==> src/rtl/core/image_convolution_3x3_core_defines.svh <==
// assertion macros shared by the convolution core files
`ifndef IMAGE_CONVOLUTION_3X3_CORE_DEFINES_SVH
`define IMAGE_CONVOLUTION_3X3_CORE_DEFINES_SVH

`ifndef NO_ASSERTIONS
// implication or plain property, checked on every rising edge out of reset
`define IMC_ASSERT(lbl, clk, rst_n, prop) \
	lbl: assert property (@(posedge clk) disable iff (!rst_n) prop) \
	else $error("imc assertion failed");
// condition that must never be true
`define IMC_NEVER(lbl, clk, rst_n, cond) \
	lbl: assert property (@(posedge clk) disable iff (!rst_n) !(cond)) \
	else $error("imc forbidden condition seen");
`else
`define IMC_ASSERT(lbl, clk, rst_n, prop)
`define IMC_NEVER(lbl, clk, rst_n, cond)
`endif

`endif

==> src/rtl/core/imc_pkg.sv <==
`default_nettype none

package imc_pkg;

	localparam int PIX_W      = 8;
	localparam int DIM_W      = 12;
	localparam int ROW_W      = 12;
	localparam int CMP_W      = 14;
	localparam int COEF_W     = 16;
	localparam int KERN       = 3;
	localparam int ROW_COEF_W = KERN * COEF_W;
	localparam int PROD_W     = PIX_W + COEF_W;
	localparam int COLSUM_W   = PROD_W + 2;
	localparam int SUM_W      = COLSUM_W + 2;
	localparam int MAX_HEIGHT = 2048;
	localparam int DIM_MIN    = 3;
	localparam int CFG_IDX_W  = 3;

	localparam logic [DIM_W-1:0]      WIDTH_RST    = 12'd640;
	localparam logic [DIM_W-1:0]      HEIGHT_RST   = 12'd480;
	localparam logic [ROW_COEF_W-1:0] COEF_TOP_RST = 48'd0;
	localparam logic [ROW_COEF_W-1:0] COEF_MID_RST = 48'd16384;
	localparam logic [ROW_COEF_W-1:0] COEF_BOT_RST = 48'd0;

	typedef logic [PIX_W-1:0] pix_t;
	// index 0 is the row above, 2 the row below
	typedef logic [KERN-1:0][PIX_W-1:0] pix_col_t;
	typedef logic [KERN-1:0][COEF_W-1:0] coef_col_t;
	typedef logic [COLSUM_W-1:0] colsum_t;

	typedef enum logic [CFG_IDX_W-1:0] {
		REG_IMAGE_WIDTH  = 3'd0,
		REG_IMAGE_HEIGHT = 3'd1,
		REG_COEF_TOP     = 3'd2,
		REG_COEF_MID     = 3'd3,
		REG_COEF_BOTTOM  = 3'd4
	} cfg_reg_t;

	typedef struct packed {
		logic vld;
		logic border;
		logic last;
	} ctl_t;

endpackage

`default_nettype wire

==> src/rtl/core/imc_cell.sv <==
`default_nettype none

module imc_cell (
	input  wire logic               clk,
	input  wire logic               arst_n,
	input  wire logic               adv,
	input  wire logic               load,
	input  wire imc_pkg::pix_col_t  pix_i,
	input  wire imc_pkg::coef_col_t coef_i,
	output imc_pkg::pix_col_t       pix_o,
	output imc_pkg::colsum_t        colsum_o
);
	import imc_pkg::*;

	pix_col_t          pix_q;
	logic [PROD_W-1:0] prod_s3 [KERN];
	colsum_t           colsum_s4;

	// one window column, handed to the left neighbor on every new pixel
	always_ff @(posedge clk or negedge arst_n) begin
		if (!arst_n) begin
			pix_q <= '0;
		end else if (adv && load) begin
			pix_q <= pix_i;
		end
	end

	always_ff @(posedge clk) begin
		if (adv) begin
			for (int r = 0; r < KERN; r++) begin
				prod_s3[r] <= PROD_W'(pix_q[r]) * PROD_W'(coef_i[r]);
			end
			colsum_s4 <= COLSUM_W'(prod_s3[0]) + COLSUM_W'(prod_s3[1])
				+ COLSUM_W'(prod_s3[2]);
		end
	end

	assign pix_o    = pix_q;
	assign colsum_o = colsum_s4;

endmodule

`default_nettype wire

==> config.mk <==
export PLATFORM = sky130hd
export DESIGN_NAME = imc_cell
export DESIGN_NICKNAME = d
export VERILOG_FILES = /design/src/rtl/core/image_convolution_3x3_core_defines.svh /design/src/rtl/core/imc_pkg.sv /design/src/rtl/core/imc_cell.sv
export SDC_FILE = /design/constraint.sdc
export NUM_CORES = 1
export LEC_CHECK = 0
export BUFFER_PORTS_ARGS = -buffer_cell sky130_fd_sc_hd__buf_2
export CORE_AREA = 2 2 269 271
export DETAILED_ROUTE_END_ITERATION = 10
export DIE_AREA = 0 0 271 273
export GPL_TIMING_DRIVEN = 0
export MAX_ROUTING_LAYER = met4
export PLACE_DENSITY_LB_ADDON = 0.05
export SLEW_MARGIN = 20
export SYNTH_ARGS = -nofsm -noshare
export SYNTH_HDL_FRONTEND = slang
export SYNTH_SLANG_ARGS = --single-unit
==> constraint.sdc <==
create_clock -name clk -period 4.6 [get_ports clk]
set_clock_uncertainty 0.05 [all_clocks]
set_input_delay 0.92 -clock clk [delete_from_list [all_inputs] [get_ports clk]]
set_output_delay 0.92 -clock clk [all_outputs]
set_load 0.005 [all_outputs]
==> Yosys cells after proc, flatten, opt, wreduce, memory -nomap -nowiden <==
Memory sizes are Yosys's and may differ from the RTL's.
Index checks and enable logic that the tools add are counted.
W data, S select, Z words.
{ "totals": {"ff_bits": 50, "latchBits": 0, "ramBits": 72, "rom_bits": 0, "input_bits": 76, "out_inout_bits": 50, "elab_cells": 13, "memories": 1} }
{ "mem_list": {"columns": ["name", "depth", "width", "read_ports", "rd_clocked_by_memory_dff", "write_ports", "line_no", "source"], "rows": [
  ["prod_s3", 3, 24, 3, 0, 3, "imc_cell.sv:16", "logic [PROD_W-1:0] prod_s3 [KERN];"]
]} }
{ "op_classes": {"addsub": 2, "multipliers": 3, "n_div": 0, "order_cmp": 0, "eq_ne": 0, "shifts": 0, "n_mux": 2, "n_bitwise": 0, "n_reduce_logical": 1} }
{ "ops": {"columns": ["cell", "count"], "rows": [
  ["$mul A8 B16 Y24", 3],
  ["$add A25 B24 Y26", 1],
  ["$add A24 B24 Y25", 1],
  ["$mux W1", 2],
  ["$logic_and A1 B1 Y1", 1]
]} }

==> Longest topological paths before layout <==
Gate-level depths: netlist (run 1).
{ "logic_depth": {"word_depth": 2, "depth_mapped": 19, "mapped_depth_nobuf": 17} }

==> Least setup slack after synthesis (run 1) <==
Ideal clock, no wire load.
{ "synth_path": {"kind": "input port to flip-flop", "startpoint": "input port coef_i[6] (netlist name)", "endpoint": "memory prod_s3[0][22] (netlist name) (data pin)", "setup_time_ns": 0.207, "arrival_time_ns": 4.708, "required_time_ns": 4.343, "path_slack_ns": -0.365, "cell_stages": 15, "path_buffers": 0, "cell_sequence": "and2_1 fa_1 fa_1 fa_1 inv_1 fa_1 inv_1 ha_1 o21a_1 o21ai_0 a21oi_1 a31oi_1 o21ai_0 mux2i_1 a2111oi_0"} }
{ "synth_lines": {"columns": ["item", "line_no", "source"], "rows": [
  ["from (decl)", "imc_cell.sv:9", "input wire imc_pkg::coef_col_t coef_i,"],
  ["to (decl)", "imc_cell.sv:16", null]
]} }

==> summary.txt, run 1 <==
Setup path
  • Crit-path max FO: 8
  • Reg2reg path depth: 16
  • Crit path launch type: input pin
  • Critical path class: input pin to flop
  • Worst-path cell chain: buf_4, and2_1, fa_1, fa_1, fa_1, inv_1, fa_1, inv_1, ha_4, or3_1, o221ai_2, a21oi_2, a31o_4, a221oi_4, xnor2_2
  • Cell mode on critical path: fa_1
  • Worst Path Arrival: approximately 4900 ps
  • Required time worst endpoint: 4740 ps
  • Crit end category: flop
  • Slowest CP cell: fa_1
  • Largest stage delay on the critical path: 530 ps

Die
  • I/O pins: roughly 130
  • Total core area: about 0.07 sq mm
  • Die ar.: about 0.074 sq mm
  • Row cnt: 98
  • Die Span X: 271 um
  • Starting Density: between 20% and 30%
  • Die height: 273 um

Layout
  • Commonest cells after routing, fill and taps aside: and2_1, inv_1, fa_1
  • Final Cell Area: 0.0222 sq mm
  • Layout cells sized above 1: 25.6%
  • Multi-input gate area: 0.0139 sq mm
  • Area delta synth->final: 25.6%
  • Reg area: roughly 0.0036 sq mm
  • Fill count: 7,419
  • Nets@finish: 2,466
  • Commonest non-fill, non-tap cell in the layout: and2_1

Yosys
  • Syn Area/Cell: 10.2 sq um
  • Cells after Synth: 1,735
  • Yosys warning count: 0
  • Cell Area, Synth: 0.0177 sq mm
  • Mapped Nets: approximately 2,200
  • EDFF count, synth: 98
  • Post-synth cell types: 67
  • Post-synthesis register bit count: 122
  • Fraction of registers with async set/reset: 19.7%
  • Seq/Total Area, Yosys: 20.1%
  • Predominant post-synthesis flop cell: edfxtp_1

Timing
  • Worst-Margin Slew: between 900 and 1000 ps
  • Max_slew headroom: a little over a third
  • Max Slew Vio Count: 0
  • Unrepaired setup endpoints after global routing: true
  • Final worst setup slack: -135 ps
  • Final Hold Viols: 0
  • Finish-stage setup viols: 16
  • Final worst-path cycle share: 103%
  • Fmax: ~210 MHz
  • Fin crit period: roughly 4700 ps

CTS
  • CTS sink cnt: 122
  • # H-tree levels: 4
  • Worst skew pair latency: 470 ps
  • Clock Pin Slew Worst Setup and Hold Paths: 70 ps
  • Clk Tree Root Cell: clkbuf_16
  • CTS tree: done
  • CTS buffer count: 17
  • CTS max path bufs: 2

Detailed routing
  • Vias/cell: 4.33
  • Final WL: roughly 56,000 um
  • Final ANT Viol Nets: 0
  • Router iterations before antenna repair: 4
  • Routed length per instance: 19.1 um
  • DRC: 0
  • Iter 0 DRT Violations: 503
  • Via count: 12,700

Global routing
  • Total gr overflow: 0
  • Largest net degree at the start of global routing: 75
  • Total GRT Usage: 16.3%
  • Initial antenna violation count: 4
  • Number of global-route vias before repair: 14,300
  • First-pass GRT wire length: 88,100 um

Run
  • Number of max-cap violations: 0

Placement
  • Placed Area: 0.0199 sq mm
  • Routability cong.: 0.793
  • PortBufs: approximately 130
  • Final HPWL DP: roughly 44,000 um

Worst hold path
  • Hold crit path type: input pin to async pin

Outcome
  • Outcome: finished, violations left
  • Failing checks: setup timing
==> worst max-delay path: cells and delay by family <==
kind | cells | cell delay (ps)
buffers and inverters | 3 | 260
AND/OR/NAND/NOR | 2 | 480
adder cells (fa/ha/maj) | 5 | 2180
AO/OA/AOI/OAI | 4 | 870
XOR/XNOR | 1 | 170
==> cells in the mapped netlist (all sizes together) (2+ instances only) <==
cell	count	area, sq um
nor2b	11	68.8
xor2	17	149
o311ai	2	17.5
or3	7	48.8
a21oi	67	335
a31oi	7	65.1
o21bai	11	82.6
or2	4	25.0
nand2b	7	43.8
a211oi	9	67.6
a41oi	3	26.3
buf	2	8.75
nand3	16	80.1
o41ai	2	17.5
o211ai	7	52.6
fa	277	5550
and3	8	50.1
nand4	6	37.5
a221oi	2	23.8
a21boi	5	41.3
clkbuf	29	109
inv	306	1150
ha	155	1940
o21ba	2	20.0
o21a	16	120
nor4	2	12.5
nand2	89	334
edfxtp	98	2940
a311oi	3	26.3
xnor2	54	473
nor2	39	146
a2111oi	2	36.3
mux2i	2	20.0
nor3	13	65.1
o31a	5	43.8
o21ai	34	174
mux2	25	282
dfrtp	24	601
a21o	23	173
and2	326	2040
==> registers in the layout, indices dropped and copies added, names as in the netlist <==
name and count:
colsum_o 26, pix_o 24, prod_s3 72
==> path summary, 6_finish.rpt <==
kind / from / end / slack, ps
worst min-delay path: arst_n / pix_o[22] / 450
worst max-delay path: coef_i[38] / prod_s3[0][71] / -130
min in group clk: pix_o[18] / pix_o[18] / 590
max in group asynchronous: arst_n / pix_o[3] / 3510
worst max register to register: pix_o[19] / prod_s3[0][71] / -130
worst min register to register: pix_o[18] / pix_o[18] / 590
==> timing repair <==
action                     4_1_cts  5_1_grt
setup endpoints to repair       46       34
hold buffers                     0        0
setup buffers                   65       11
gates resized for setup        197       80
pin swaps                       67       64
cloned                           3        0
==> through the flow <==
stage                     instances  hold slack (ps)  TNS (ps)  util, %  setup WS (ps)
after CTS                      2910              451     -1720     30.7           -207
after global placement         2810              680    -40140     27.9          -1520
final                          2923              452     -1090     31.2           -135
after floorplan                1735              552     -1290        -           -144
after global routing           2921              481     -4650     31.2           -272
after detailed placement       2811              701    -27070     28.0          -1520
==> cell families (layout without fill, tap and decap cells) <==
kind of cell / after synthesis / in the layout / share of synthesized area, %
and+or+nand+nor: 535 / 535 / 17.1
other: 0 / 2 / 0
muxes: 27 / 27 / 1.71
AOI/OAI and AO/OA: 211 / 211 / 8.09
adders and majority gates: 432 / 432 / 42.4
xor gates and xnor gates: 71 / 71 / 3.52
DFF: 122 / 122 / 20.1
buffers and inverters: 337 / 573 / 7.17
==> area by class of cell <==
| type | count | share of cell area (%) |
|---|---|---|
| antenna | 2 | 0.0226 |
| sequential | 122 | 16.1 |
| timing repair buffer | 205 | 6.23 |
| clock buffer | 17 | 1.92 |
| tap | 950 | 5.36 |
| inverter | 306 | 5.18 |
| buffer | 30 | 1.74 |
| clock inverter | 15 | 0.762 |
| multi-input combinational | 1276 | 62.7 |
==> layer usage <==
metal  global-route usage [%]  vias up  routed length, um
met5                        -        -                  0
met4                     3.15        0                641
met3                     2.50       28               1480
met2                     25.9      150              25900
met1                     22.2     6475              27800
li1                         -     6018                  -
Power of run 1 is left out: the tool's default activity adds up to more than one toggle a clock period on the data nets, which glitch-free logic cannot reach.
==> inputs of run 2 (changes only) <==
--- a/config.mk
+++ b/config.mk
@@ -7,6 +7,7 @@
 export LEC_CHECK = 0
 export BUFFER_PORTS_ARGS = -buffer_cell sky130_fd_sc_hd__buf_2
 export CORE_AREA = 2 2 269 271
+export CTS_BUF_LIST = sky130_fd_sc_hd__clkbuf_8
 export DETAILED_ROUTE_END_ITERATION = 10
 export DIE_AREA = 0 0 271 273
 export GPL_TIMING_DRIVEN = 0
==> run 2 against run 1 <==
The run still ends with setup timing left; critical endpoint is now prod_s3[0][22]; largest cell class unchanged; register-to-register slack worse by 30 ps; global-route usage is 0.093 points higher; critical path depth is 1 higher; sequential share of layout area is 0.050 points higher.
==> summary.txt, run 2 (synthesis results as in run 1) <==
Global routing
  • Most Used Layer, Global Route: met2
  • Total gr overflow: 0 (unchanged)
  • First-pass GRT wire length: 88,500 um (+0.36%)
  • Routing usage on met2: 25.9% (+0.054 points)
  • Number of global-route vias before repair: 14,300 (-0.21%)
  • Initial antenna violation count: 5 (+1)
  • Total GRT Usage: 16.4% (+0.093 points)
  • Largest net degree at the start of global routing: 75 (unchanged)
  • Met1 usage: 22.3% (+0.12 points)
  • Met3 Use GR: 2.73% (+0.24 points)

Detailed routing
  • Via count: 12,700 (-0.039%)
  • Router iterations before antenna repair: 4 (unchanged)
  • Final ANT Viol Nets: 0 (unchanged)
  • Vias/cell: 4.32 (-0.28%)
  • Final WL: 56,200 um (+0.65%)
  • DRC: 0 (unchanged)
  • Routed length per instance: 19.2 um (+0.41%)
  • Iter 0 DRT Violations: 530 (+5.4%)

Layout
  • Layout cells sized above 1: 26.1% (+0.48 points)
  • Fill count: 7,421 (+0.027%)
  • Biggest register: prod_s3
  • Largest register FFs: 72 (unchanged)
  • Commonest cells after routing, fill and taps aside: and2_1, inv_1, fa_1
  • Area delta synth->final: 25.2%
  • Commonest non-fill, non-tap cell in the layout: and2_1
  • Multi-input gate area: 0.0140 sq mm (+0.54%)
  • Nets@finish: 2,472 (+0.24%)
  • Reg area: 0.00357 sq mm (unchanged)

CTS
  • # H-tree levels: 4 (unchanged)
  • CTS sink cnt: 122 (unchanged)
  • Clk Tree Root Cell: clkbuf_8
  • CTS max path bufs: 2 (unchanged)
  • Clock Pin Slew Worst Setup and Hold Paths: 100 ps (+30 ps)
  • CTS tree: done
  • CTS buffer count: 17 (unchanged)
  • Hold buffers post-CTS: 0 (unchanged)
  • Worst skew pair latency: 530 ps (+60 ps)

Timing
  • Worst-Margin Slew: 944 ps (-35.9 ps)
  • Fin crit period: 4760 ps (+29.0 ps)
  • Post-Route Setup TNS: -1250 ps (-165 ps)
  • Max Slew Vio Count: 0 (unchanged)
  • Final Hold Viols: 0 (unchanged)
  • Final worst-path cycle share: 104% (+0.63 points)
  • Unrepaired setup endpoints after global routing: true
  • Final worst setup slack: -164 ps (-29.0 ps)
  • Fmax: 210 MHz (-0.61%)
  • Max_slew headroom: 37.1% (+2.4 points)
  • Finish-stage setup viols: 15 (-1)

Outcome
  • Failing checks: setup timing
  • Outcome: finished, violations left

Placement
  • PortBufs: 125 (unchanged)
  • Routability cong.: 0.793 (unchanged)
  • Final HPWL DP: 44,100 um (unchanged)

Setup path
  • Crit-path max FO: 5 (-3)
  • Slowest CP cell: fa_1
  • Terminus of the critical flop-to-flop path: prod_s3[0][22]
  • Cell mode on critical path: fa_1
  • Worst-path cell chain: clkbuf_8, buf_4, and2_1, fa_1, fa_2, fa_1, inv_1, fa_1, inv_1, ha_4, o21ai_4, a21oi_2, a31oi_4, o21ai_4, mux2i_2, a2111oi_4
  • Critical path class: flop to flop
  • Worst reg2reg startpoint: pix_o[4]
  • Worst Path Arrival: 4980 ps (+110 ps)
  • Largest stage delay on the critical path: 560 ps (+30 ps)
  • Reg2reg path depth: 16 (unchanged)
  • Crit end category: flop
  • Required time worst endpoint: 4820 ps (+80 ps)
  • Crit path launch type: flop
  • Flop2flop setup slack: -160 ps (-30 ps)

Die
  • Die height: 273 um (unchanged)
  • Die ar.: 0.0740 sq mm (unchanged)
  • Starting Density: 24.9% (unchanged)
  • Total core area: 0.0710 sq mm (unchanged)
  • Die Span X: 271 um (unchanged)
  • Row cnt: 98 (unchanged)
  • I/O pins: 126 (unchanged)

Run
  • Number of max-cap violations: 0 (unchanged)

Worst hold path
  • Hold crit path type: input pin to async pin
-- run 2: stage by stage --
stage,hold WS (ps),util [%],std cells,instance area [sq um],setup slack (ps)
finish,382,31.1,2930,22100,-164
global route,388,31.1,2928,22100,-302
CTS,348,30.5,2914,21700,-200
detailed placement,701,28.0,2811,19900,-1520
global placement,680,27.9,2810,19800,-1520
floorplan,552,-,1735,18000,-144
-- run 2: layout make-up --
class,instances,share of cell area (%)
Tap cell,950,5.38
Clock buffer,17,1.06
Antenna cell,3,0.0340
Sequential cell,122,16.1
Buffer,30,1.73
Inverter,306,5.19
Multi-Input combinational cell,1276,63.2
Clock inverter,15,0.764
Timing Repair Buffer,211,6.46
-- run 2: what timing repair did --
item                                   4_1_cts  5_1_grt
pin swaps                                   95       79
gates resized for setup                    193       92
buffers inserted                            69       14
cloned                                       3        0
endpoints found under the hold margin        0        0
setup endpoints to repair                   47       35
-- run 2: how the worst max path moves through the flow --
stage,start,end,slack (ps),cells after the start
after detailed placement,pix_o[5],prod_s3[0][22],-1520,16
after CTS,pix_o[19],prod_s3[0][71],-200,15
after floorplan,coef_i[36],prod_s3[0][71],-140,14
after global placement,pix_o[5],prod_s3[0][22],-1520,16
final,pix_o[4],prod_s3[0][22],-160,16
after global routing,pix_o[4],prod_s3[0][22],-300,16
-- run 2: layer usage --
metal  routed length, um  vias to the layer above
met5                   0                        -
met4                 707                        0
met3                1890                       36
met2               26100                      168
met1               27500                     6436
li1                    -                     6026
-- run 2: worst max-delay path: cells and delay by family (launching register included) --
family / cells / cell delay [ps]
fa+ha+maj: 5 / 2340
mux: 1 / 300
flops: 1 / 500
compound gates: 5 / 700
buf+inv: 4 / 470
simple gates: 1 / 140
Power of run 2 is left out for the same reason.
