<file path="src/rtl/core/image_convolution_3x3_core_defines.svh">
// assertion macros shared by the convolution core files
`ifndef IMAGE_CONVOLUTION_3X3_CORE_DEFINES_SVH
`define IMAGE_CONVOLUTION_3X3_CORE_DEFINES_SVH

`ifndef NO_ASSERTIONS
// implication or plain property, checked on every rising edge out of reset
`define IMC_ASSERT(lbl, clk, rst_n, prop) \
	lbl: assert property (@(posedge clk) disable iff (!rst_n) prop) \
	else $error("imc assertion failed");
// condition that must never be true
`define IMC_NEVER(lbl, clk, rst_n, cond) \
	lbl: assert property (@(posedge clk) disable iff (!rst_n) !(cond)) \
	else $error("imc forbidden condition seen");
`else
`define IMC_ASSERT(lbl, clk, rst_n, prop)
`define IMC_NEVER(lbl, clk, rst_n, cond)
`endif

`endif

</file>
<file path="src/rtl/core/imc_pkg.sv">
`default_nettype none

package imc_pkg;

	localparam int PIX_W      = 8;
	localparam int DIM_W      = 12;
	localparam int ROW_W      = 12;
	localparam int CMP_W      = 14;
	localparam int COEF_W     = 16;
	localparam int KERN       = 3;
	localparam int ROW_COEF_W = KERN * COEF_W;
	localparam int PROD_W     = PIX_W + COEF_W;
	localparam int COLSUM_W   = PROD_W + 2;
	localparam int SUM_W      = COLSUM_W + 2;
	localparam int MAX_HEIGHT = 2048;
	localparam int DIM_MIN    = 3;
	localparam int CFG_IDX_W  = 3;

	localparam logic [DIM_W-1:0]      WIDTH_RST    = 12'd640;
	localparam logic [DIM_W-1:0]      HEIGHT_RST   = 12'd480;
	localparam logic [ROW_COEF_W-1:0] COEF_TOP_RST = 48'd0;
	localparam logic [ROW_COEF_W-1:0] COEF_MID_RST = 48'd16384;
	localparam logic [ROW_COEF_W-1:0] COEF_BOT_RST = 48'd0;

	typedef logic [PIX_W-1:0] pix_t;
	// index 0 is the row above, 2 the row below
	typedef logic [KERN-1:0][PIX_W-1:0] pix_col_t;
	typedef logic [KERN-1:0][COEF_W-1:0] coef_col_t;
	typedef logic [COLSUM_W-1:0] colsum_t;

	typedef enum logic [CFG_IDX_W-1:0] {
		REG_IMAGE_WIDTH  = 3'd0,
		REG_IMAGE_HEIGHT = 3'd1,
		REG_COEF_TOP     = 3'd2,
		REG_COEF_MID     = 3'd3,
		REG_COEF_BOTTOM  = 3'd4
	} cfg_reg_t;

	typedef struct packed {
		logic vld;
		logic border;
		logic last;
	} ctl_t;

endpackage

`default_nettype wire

</file>
<file path="src/rtl/core/imc_out_stage.sv">
`default_nettype none

`include "image_convolution_3x3_core_defines.svh"

module imc_out_stage #(
	parameter int COEF_FRAC_BITS = 14
) (
	input  wire logic                                               clk,
	input  wire logic                                               arst_n,
	input  wire logic                                               ready,
	input  wire imc_pkg::ctl_t                                      ctl_s4,
	input  wire imc_pkg::pix_t                                      center_s4,
	input  wire logic [imc_pkg::KERN-1:0][imc_pkg::COLSUM_W-1:0]   colsum_s4,
	output logic                                                    adv,
	output logic                                                    out_vld,
	output imc_pkg::pix_t                                           out_pix,
	output logic                                                    out_last
);
	import imc_pkg::*;

	logic [SUM_W-1:0] sum;
	logic [SUM_W-1:0] shifted;
	pix_t             filt;
	pix_t             res_pix;
	logic             res_vld;
	logic             take;

	logic out_vld_q;
	pix_t out_pix_q;
	logic out_last_q;
	logic skid_vld_q;
	pix_t skid_pix_q;
	logic skid_last_q;

	always_comb begin
		sum = SUM_W'(colsum_s4[0]) + SUM_W'(colsum_s4[1]) + SUM_W'(colsum_s4[2]);
		shifted = sum >> COEF_FRAC_BITS;
		filt = (shifted > SUM_W'(255)) ? 8'hFF : shifted[PIX_W-1:0];
		res_pix = ctl_s4.border ? center_s4 : filt;
	end

	assign adv     = !skid_vld_q;
	assign res_vld = adv && ctl_s4.vld;
	assign take    = out_vld_q && ready;

	always_ff @(posedge clk or negedge arst_n) begin
		if (!arst_n) begin
			out_vld_q  <= 1'b0;
			skid_vld_q <= 1'b0;
		end else if (skid_vld_q) begin
			if (take) begin
				skid_vld_q <= 1'b0;
			end
		end else if (res_vld) begin
			if (out_vld_q && !take) begin
				skid_vld_q <= 1'b1;
			end else begin
				out_vld_q <= 1'b1;
			end
		end else if (take) begin
			out_vld_q <= 1'b0;
		end
	end

	always_ff @(posedge clk) begin
		if (skid_vld_q) begin
			if (take) begin
				out_pix_q  <= skid_pix_q;
				out_last_q <= skid_last_q;
			end
		end else if (res_vld) begin
			if (out_vld_q && !take) begin
				skid_pix_q  <= res_pix;
				skid_last_q <= ctl_s4.last;
			end else begin
				out_pix_q  <= res_pix;
				out_last_q <= ctl_s4.last;
			end
		end
	end

	assign out_vld  = out_vld_q;
	assign out_pix  = out_pix_q;
	assign out_last = out_last_q;

	`IMC_NEVER(a_skid_without_out, clk, arst_n, skid_vld_q && !out_vld_q)
	`IMC_ASSERT(a_skid_catches, clk, arst_n, (res_vld && out_vld_q && !ready) |=> skid_vld_q)

endmodule

`default_nettype wire

</file>
<file path="config.mk">
export PLATFORM = sky130hd
export DESIGN_NAME = imc_out_stage
export DESIGN_NICKNAME = d
export VERILOG_FILES = /design/src/rtl/core/imc_pkg.sv /design/src/rtl/core/imc_out_stage.sv
export VERILOG_INCLUDE_DIRS = /design/src /design/src/rtl/core
export SDC_FILE = /design/constraint.sdc
export NUM_CORES = 1
export LEC_CHECK = 0
export ABC_AREA = 1
export ABC_CLOCK_PERIOD_IN_PS = 1700
export BUFFER_PORTS_ARGS = -buffer_cell sky130_fd_sc_hd__buf_4
export CORE_MARGIN = 2
export CORE_UTILIZATION = 40
export CTS_CLUSTER_DIAMETER = 80
export DETAILED_ROUTE_END_ITERATION = 7
export GPL_ROUTABILITY_DRIVEN = 1
export PLACE_DENSITY = 0.66
export SYNTH_ARGS = -nofsm -noshare
export SYNTH_HDL_FRONTEND = slang
export SYNTH_SLANG_ARGS = --single-unit
</file>
<file path="constraint.sdc">
create_clock -name clk -period 1.7 [get_ports clk]
set_input_delay 0.17 -clock clk [delete_from_list [all_inputs] [get_ports clk]]
set_output_delay 0.17 -clock clk [all_outputs]
set_load 0.02 [all_outputs]
</file>
# After elaboration in Yosys (flattened, before gate mapping)
# Cells that the tools add are included.
[totals]
regBits = 20
input_bits = 92
out_inout_bits = 11
word_cells = 40
[op_classes]
add_sub_neg = 2
magnitude_cmp = 1
n_eq_ne = 3
muxes = 17
bitwise = 1
reduce_logical = 10
[op_table]
columns = ["op", "n"]
rows = [
  ["2-to-1 mux 8 bit", 6],
  ["adder 27 x 26 -> 28 bit", 1],
  ["adder 26 x 26 -> 27 bit", 1],
  ["> comparator 14 x 8 -> 1 bit, second input constant", 1],
  ["2-to-1 mux 1 bit", 11],
  ["AND reduction 3 bit", 3],
  ["!= test 2 bit, second input constant", 3],
  ["nonzero test 2 bit", 2],
  ["logical AND 1 bit", 3],
  ["zero test 1 bit", 2],
  ["NOT 1 bit", 1],
]

# Logic depth before layout (Yosys ltp)
# Gate-level depths: netlist of run 1.
[depth]
depth_word = 8
ltp_mapped = 18
ltp_nobuf = 18

# Worst setup path after synthesis of run 1
# OpenSTA, ideal clock, no wires.
[synth_timing]
path_kind = "in2reg"
startpoint = "input port colsum_s4[5] in the netlist's numbering"
endpoint = "register skid_pix_q[3], data pin"
setup_time_ns = 0.255
t_arrival_ns = 2.182
required_ns = 1.445
path_slack_ns = -0.736
stages = 15
n_path_buf = 0
path_cell_list = "inv_1 > fa_1 > inv_1 > ha_1 > a21oi_1 > inv_1 > nor2_1 > nand2_1 > nand2_1 > nand3_1 > nand2_1 > nand2_1 > nor2_4 > nand4_1 > and2_1"
[synth_between]
elab_chain_cells = 5
[synth_lines]
columns = ["element", "line_no", "text"]
rows = [
  ["start: declaration", "imc_out_stage.sv:13", "input wire logic [imc_pkg::KERN-1:0][imc_pkg::COLSUM_W-1:0] colsum_s4,"],
  ["adder 26 x 26 -> 27 bit *", "imc_out_stage.sv:36", "sum = SUM_W'(colsum_s4[0]) + SUM_W'(colsum_s4[1]) + SUM_W'(colsum_s4[2]);"],
  ["adder 27 x 26 -> 28 bit *", "imc_out_stage.sv:36", ""],
  ["> comparator 14 x 8 -> 1 bit", "imc_out_stage.sv:38", "filt = (shifted > SUM_W'(255)) ? 8'hFF : shifted[PIX_W-1:0];"],
  ["2-to-1 mux 8 bit *", "imc_out_stage.sv:38", ""],
  ["2-to-1 mux 8 bit *", "imc_out_stage.sv:39", "res_pix = ctl_s4.border ? center_s4 : filt;"],
  ["named net res_pix[3]", "imc_out_stage.sv:24", "pix_t res_pix;"],
  ["end signal: assignment", "imc_out_stage.sv:73", "skid_pix_q <= res_pix;"],
  ["end: declaration", "imc_out_stage.sv:32", "pix_t skid_pix_q;"],
]
# Mark *: on every way through the listed nets, which the timed path passes. The rest lies on a longest branch.
# A chain may end at the register's enable or synchronous reset.

# Worst setup path after layout of run 1
[layout_timing]
startpoint = "input port colsum_s4[58] in the netlist's numbering"
endpoint = "register out_pix_q[2], in the netlist out_pix[2], data pin"
[layout_between]
elab_chain_cells = 7
[layout_lines]
columns = ["element", "line_no", "text"]
rows = [
  ["adder 27 x 26 -> 28 bit *", "imc_out_stage.sv:36", ""],
  ["> comparator 14 x 8 -> 1 bit", "imc_out_stage.sv:38", ""],
  ["2-to-1 mux 8 bit *", "imc_out_stage.sv:38", ""],
  ["2-to-1 mux 8 bit *", "imc_out_stage.sv:39", ""],
  ["2-to-1 mux 8 bit *", "imc_out_stage.sv:72", "if (out_vld_q && !take) begin"],
  ["2-to-1 mux 8 bit *", "imc_out_stage.sv:71", "end else if (res_vld) begin"],
  ["2-to-1 mux 8 bit *", "imc_out_stage.sv:66", "if (skid_vld_q) begin"],
  ["end signal: assignment", "imc_out_stage.sv:68", "out_pix_q <= skid_pix_q;"],
  ["end signal: assignment", "imc_out_stage.sv:76", "out_pix_q <= res_pix;"],
  ["end: declaration", "imc_out_stage.sv:29", "pix_t out_pix_q;"],
]
# Mark *: on every way between the ends. The rest lies on a longest branch, timed or not. The select of a mux whose other input is x is not followed.

==> impl_results.md, run 1 <==
- Status: finished, violations left
- Failing checks: negative setup slack
- Root buf cell: clkbuf_8
- First-pass GRT wire length: 16500 um
- Post-Syn Nets: 589
- Overall Power: 4.63 mW
- Reg-to-reg critical path startpoint: skid_vld_q$_DFF_PN0_
- Hold Vio Cnt, Final: 0
- Die area: 8350 um^2
- Number of I/O port buffers: 102
- Mapped cell area: 3050 um^2
- Ports: 103
- DP HPWL: 8230 um
- Post-synth top area share: 0.177
- Routed WL: 10100 um
- Max_cap viols: 0
- CORE AREA: 7330 um^2
- Hold_sp: ctl_s4[0]
- Initial Util: 0.416
- Design area: 5210 um^2
- Max Transition Viols Final: 0
- Worst Path Required: 1.72 ns
- Clock Pin Slew Worst Setup and Hold Paths: 0.08 ns
- CTS sink count: 20
- CTS Buf Count: 3
- DRT iter0 DRCs: 138
- Clk_skew: 0.00586 ns
- Setup violations, final: 16
- Share of layout cells above drive strength 1: 0.485
- Avg Inst Size Synth: 6.83 um^2
- Hold-critical path endpoint: skid_last_q$_DFFE_PP_
- Tightest Pin Transition: 0.498 ns
- CTS max path bufs: 2
- Vias: 3583
- Worst reg-to-reg setup slack: 0.29 ns
- Unrepaired setup endpoints after global routing: true
- Worst Hold Class: in -> reg
- Asr flop ratio synth: 0.100
- Data arrival, critical path: 2.47 ns
- Flops & latches, synth: 20
- Crit share post-route: 1.44
- Total GRT Usage: 0.241
- Die Wd: 91.4 um
- DRC Markers: 0
- Seq. cell area: 591 um^2
- Post-synthesis sequential area ratio: 0.193
- Lkg Pwr: 2.45 nW
- Area Growth Syn to Fin: 70.7%
- Final worst slack: -0.756 ns
- Relative slew slack: 0.668
- Hold_ws: 0.0916 ns
- DR WL/cell: 14.2 um
- # rows: 31
- Worst r2r path cells: 3
- Top post-synthesis cells by area: edfxtp_1 (18%), nand2_1 (17%), fa_1 (16%)
- Count leader, synth: nand2_1
- GPL Wtd Cong: 0.871
- Pwr Density: 888 nW/um^2
- Critical path fanouts, max: 8
- Worst skew pair latency: 0.26 ns
- Synth warn: 0
- Vias in the first global route: 3722
- Setup TNS: -11.34 ns
- Diodes inserted: 0
- Grt ovf: 0
- Synth Instances: 447
- Antenna violations before repair: 0
- Routed Antenna Nets: 0
- Crit path capture type: register
- Multi-input gate area: 2860 um^2
- Critical path startpoint category: primary input
- F_max: 0.407 GHz
- Placement Cell Area: 4530 um^2
- Largest area contributor in the netlist: edfxtp_1
- DIE HEIGHT: 91.4 um
- CTS tree: built
- Top post-synthesis cells by count: nand2_1 (136), inv_1 (72), nor2_1 (44)
- Post-synth cell types: 29
- Fillers: 614
- H-Tree Depth: 1
- Final min period: 2.46 ns
- Peak VDD IR: 0.412 mV
- Largest net degree at the start of global routing: 13
- Ys flop type: edfxtp_1
- RR Endpoint: out_pix[0]$_DFFE_PP_
- Vias/cell: 5.03
- Hold Path Depth: 1
- DRT Pass-1 Iters: 5
- Crit Path Class: in -> reg
- Nets@finish: 756
- Number of synthesized flops with an enable pin: 18
critical path, stage by stage:
cell and delay, ns:
buf_4 0.12, fa_1 0.59, ha_4 0.22, nand2_1 0.07
nand2_2 0.08, o21bai_1 0.17, inv_1 0.06, nand2_1 0.10
nand3_2 0.10, nand3_1 0.07, nand2_1 0.09, nand2_2 0.08
nor2_4 0.22, nand4_1 0.15, nand3_1 0.13, nand2_1 0.06
power breakdown:
part / internal [mW] / leakage [nW] / switching (mW) / total, mW
clock network: 0.314 / 0.0357 / 0.160 / 0.474
registers: 0.726 / 0.187 / 0.0486 / 0.775
logic: 1.54 / 2.23 / 1.84 / 3.38
total: 2.58 / 2.45 / 2.05 / 4.63
flip-flops by register name, indices dropped and copies added, names as in the netlist:
register	cells
out_vld	1
skid_vld_q	1
out_pix	8
skid_last_q	1
skid_pix_q	8
out_last	1
worst max-delay path by stage:
stage / startpoint / endpoint / slack, ns
after floorplan: colsum_s4[74] / out_pix[5]$_DFFE_PP_ / -0.61
after global placement: colsum_s4[18] / skid_pix_q[3]$_DFFE_PP_ / -1.13
after detailed placement: colsum_s4[18] / out_pix[1]$_DFFE_PP_ / -1.18
after CTS: colsum_s4[64] / out_pix[1]$_DFFE_PP_ / -0.73
after global routing: colsum_s4[67] / out_pix[2]$_DFFE_PP_ / -0.92
final: colsum_s4[58] / out_pix[2]$_DFFE_PP_ / -0.76
layout by cell type (no fill, tap or decap), types with 13 or more instances in the layout:
cell type    n
edfxtp_1    18
buf_4      154
nand3_1     20
nand4_1     16
inv_1       64
nand2_2     29
fa_1        22
nor2_1      32
a21oi_1     13
ha_4        22
nand2_1    102
cell type report:
type,instances,area share
Timing Repair Buffer,165,0.245
Inverter,74,0.0543
Sequential cell,20,0.113
Tap cell,99,0.0238
Multi-Input combinational cell,350,0.549
Clock inverter,1,0.00576
Clock buffer,3,0.00793
cells by family after synthesis:
kind of cell	synth area share
buf+inv	0.0947
flops	0.193
fa+ha+maj	0.266
compound gates	0.0939
xor+xnor	0.00574
simple gates	0.346
stage by stage:
step	utilization	cells	worst slack [ns]
3_5_place_dp	0.618	696	-1.18
3_3_place_gp	0.618	696	-1.13
6_report	0.711	712	-0.756
4_1_cts	0.698	709	-0.728
5_1_grt	0.711	712	-0.916
2_1_floorplan	-	447	-0.611
timing repair:
action / CTS / global route
gates resized for setup: 99 / 21
hold buffers: 1 / 0
setup buffers: 8 / 3
setup endpoints to repair: 16 / 25
hold endpoints to repair: 2 / 0
pin swaps: 60 / 39
cloned: 0 / 0
routing by layer:
| layer | global-route usage | vias up | part of all wire |
|---|---|---|---|
| li1 | - | 1770 | - |
| met1 | 0.292 | 1678 | 0.41 |
| met2 | 0.455 | 121 | 0.53 |
| met3 | 0.0257 | 14 | 0.042 |
| met4 | 0.0581 | 0 | 0.016 |
| met5 | 0 | - | 0 |
Note: power is estimated with default switching activity, not from simulation.
==> run 2: changes to the inputs <==
- PLACE_DENSITY: 0.66 -> 0.74
==> run 2 against run 1 <==
The flow still finishes with violations (negative setup slack). Clock-buffer cell count stayed put. Fmax is 1.3% higher. Power is 3.2% lower. Die area stayed put. Register-to-register slack hardly changed. Clock power is 32% lower. Combinational power hardly changed. Critical endpoint is now out_pix[7]$_DFFE_PP_. Highest routed layer unchanged.
==> impl_results.md, run 2 (synthesis gave the netlist of run 1 again) <==
- Slowest stage cell, crit path: fa_1
- Number of I/O port buffers: 102
- Setup TNS: -10.82 ns
- Tightest Pin Transition: 0.479 ns
- Vias/cell: 4.98
- Hold_sp: ctl_s4[0]
- Diodes inserted: 0
- Worst r2r path cells: 5
- Clock Pin Slew Worst Setup and Hold Paths: 0.08 ns
- DP HPWL: 8030 um
- Unrepaired setup endpoints after global routing: true
- Reg-to-reg critical path startpoint: skid_vld_q$_DFF_PN0_
- Met2 Use GR: 0.428
- Critical-path cell list: buf_4, fa_1, ha_4, buf_4, nand2_1, buf_4, nor3_1, nand3_1, nand3_1, nand2_1, nor2_1, nand4_1, nand3_1, nand2_1
- Hold_ws: 0.0962 ns
- GPL Wtd Cong: 0.949
- Nets@finish: 751
- CP peak stage delay: 0.54 ns
- Crit share post-route: 1.43
- DRT Pass-1 Iters: 5
- Worst Hold Class: in -> reg
- Pwr Density: 865 nW/um^2
- Peak VDD IR: 0.384 mV
- Routed WL: 9850 um
- Grt ovf: 0
- Hold Vio Cnt, Final: 0
- Lkg Pwr: 2.44 nW
- Max Transition Viols Final: 0
- Commonest non-fill, non-tap cell in the layout: buf_4
- Clock network power share: 0.072
- Reg power frac: 0.173
- CORE AREA: 7330 um^2
- Placement Cell Area: 4520 um^2
- Ports: 103
- Switching portion of total power: 0.459
- Routed Antenna Nets: 0
- Setup violations, final: 16
- Area Growth Syn to Fin: 69.6%
- Crit path capture type: register
- Design area: 5180 um^2
- Initial Util: 0.416
- Root buf cell: clkbuf_8
- Final worst slack: -0.724 ns
- Die Wd: 91.4 um
- Switching power: 2.06 mW
- CTS tree: built
- # rows: 31
- Worst skew pair latency: 0.26 ns
- Met3 Usage GRT: 0.0332
- Die area: 8350 um^2
- Vias in the first global route: 3632
- Crit Path Class: in -> reg
- Status: finished, violations left
- Comb pwr share: 0.754
- Overall Power: 4.48 mW
- Most frequent cells in the layout: buf_4 (152), nand2_1 (102), inv_1 (62)
- F_max: 0.412 GHz
- Layout Cells excl Fill: 707
- Critical path startpoint category: primary input
- Busiest grt layer: met2
- DIE HEIGHT: 91.4 um
- Share of layout cells above drive strength 1: 0.497
- M1 GR Usage: 0.286
- DP Cell Count: 694
- Antenna violations before repair: 0
- Clk_skew: 0.00228 ns
- Largest net degree at the start of global routing: 13
- Critical Path Start: colsum_s4[8]
- Worst setup path endpoint: out_pix[7]$_DFFE_PP_
- Failing checks: negative setup slack
- Relative slew slack: 0.680
- Data arrival, critical path: 2.45 ns
- First-pass GRT wire length: 16000 um
- Vias: 3521
- Critical path fanouts, max: 4
- CTS max path bufs: 2
- RR Endpoint: out_pix[0]$_DFFE_PP_
- DR WL/cell: 13.9 um
- CTS sink count: 20
- Worst Path Required: 1.73 ns
- Total GRT Usage: 0.231
- Max_cap viols: 0
- DRC Markers: 0
- DRT iter0 DRCs: 155
- Worst reg-to-reg setup slack: 0.30 ns
- CTS Buf Count: 3
- Final min period: 2.42 ns
- H-Tree Depth: 1
- P_int: 2.42 mW
## run 2: cell types whose count changed in the layout (fill, tap and decap cells not counted), sizes merged
cell    before  now
buf        164  159
bufinv       1    0
clkinv       1    2
## run 2: power groups by stage
stage / logic [mW] / registers (mW) / clock network [mW]
global placement: 2.65 / 0.785 / 0
floorplan: 1.49 / 0.907 / 0
finish: 3.38 / 0.776 / 0.324
detailed placement: 2.70 / 0.789 / 0
CTS: 3.00 / 0.778 / 0.321
global route: 3.67 / 0.788 / 0.336
## run 2: metal layers
metal,share of wire,up-vias
met2,0.53,91
met3,0.043,12
met4,0.011,0
li1,-,1763
met1,0.42,1655
met5,0,-
## run 2: metrics by stage
stage                     utilization  setup WS (ns)
after floorplan                     -         -0.611
after global placement          0.616          -1.07
after detailed placement        0.616          -1.08
after CTS                       0.662         -0.673
after global routing            0.706         -0.862
final                           0.706         -0.724
## run 2: how the worst min path moves through the flow
stage	endpoint	slack (ns)	cells after the start
after floorplan	out_vld$_DFFE_PN0P_	-0.13	0
after global placement	out_vld$_DFFE_PN0P_	-0.05	1
after detailed placement	skid_vld_q$_DFF_PN0_	-0.04	1
after CTS	skid_last_q$_DFFE_PP_	0.1	1
after global routing	skid_last_q$_DFFE_PP_	0.09	1
final	skid_last_q$_DFFE_PP_	0.1	1
## run 2: final cells by class
type | count | area, um^2
fill | 585 | 2150
inverter | 74 | 283
tap | 99 | 124
timing repair buffer | 160 | 1230
clock inverter | 1 | 3.75
multi-input combinational | 350 | 2910
clock buffer | 3 | 41.3
sequential | 20 | 591
## run 2: critical path, delay by kind of cell
family / cells / cell delay, ns
fa+ha+maj: 2 / 0.85
buf+inv: 3 / 0.39
simple gates: 9 / 1.04
## run 2: timing repair
item / in CTS / in global routing
setup buffers: 5 / 4
hold buffers: 1 / 0
endpoints found under the hold margin: 2 / 0
resized for setup: 53 / 78
endpoints found under the setup margin: 16 / 25
pin swaps: 33 / 68
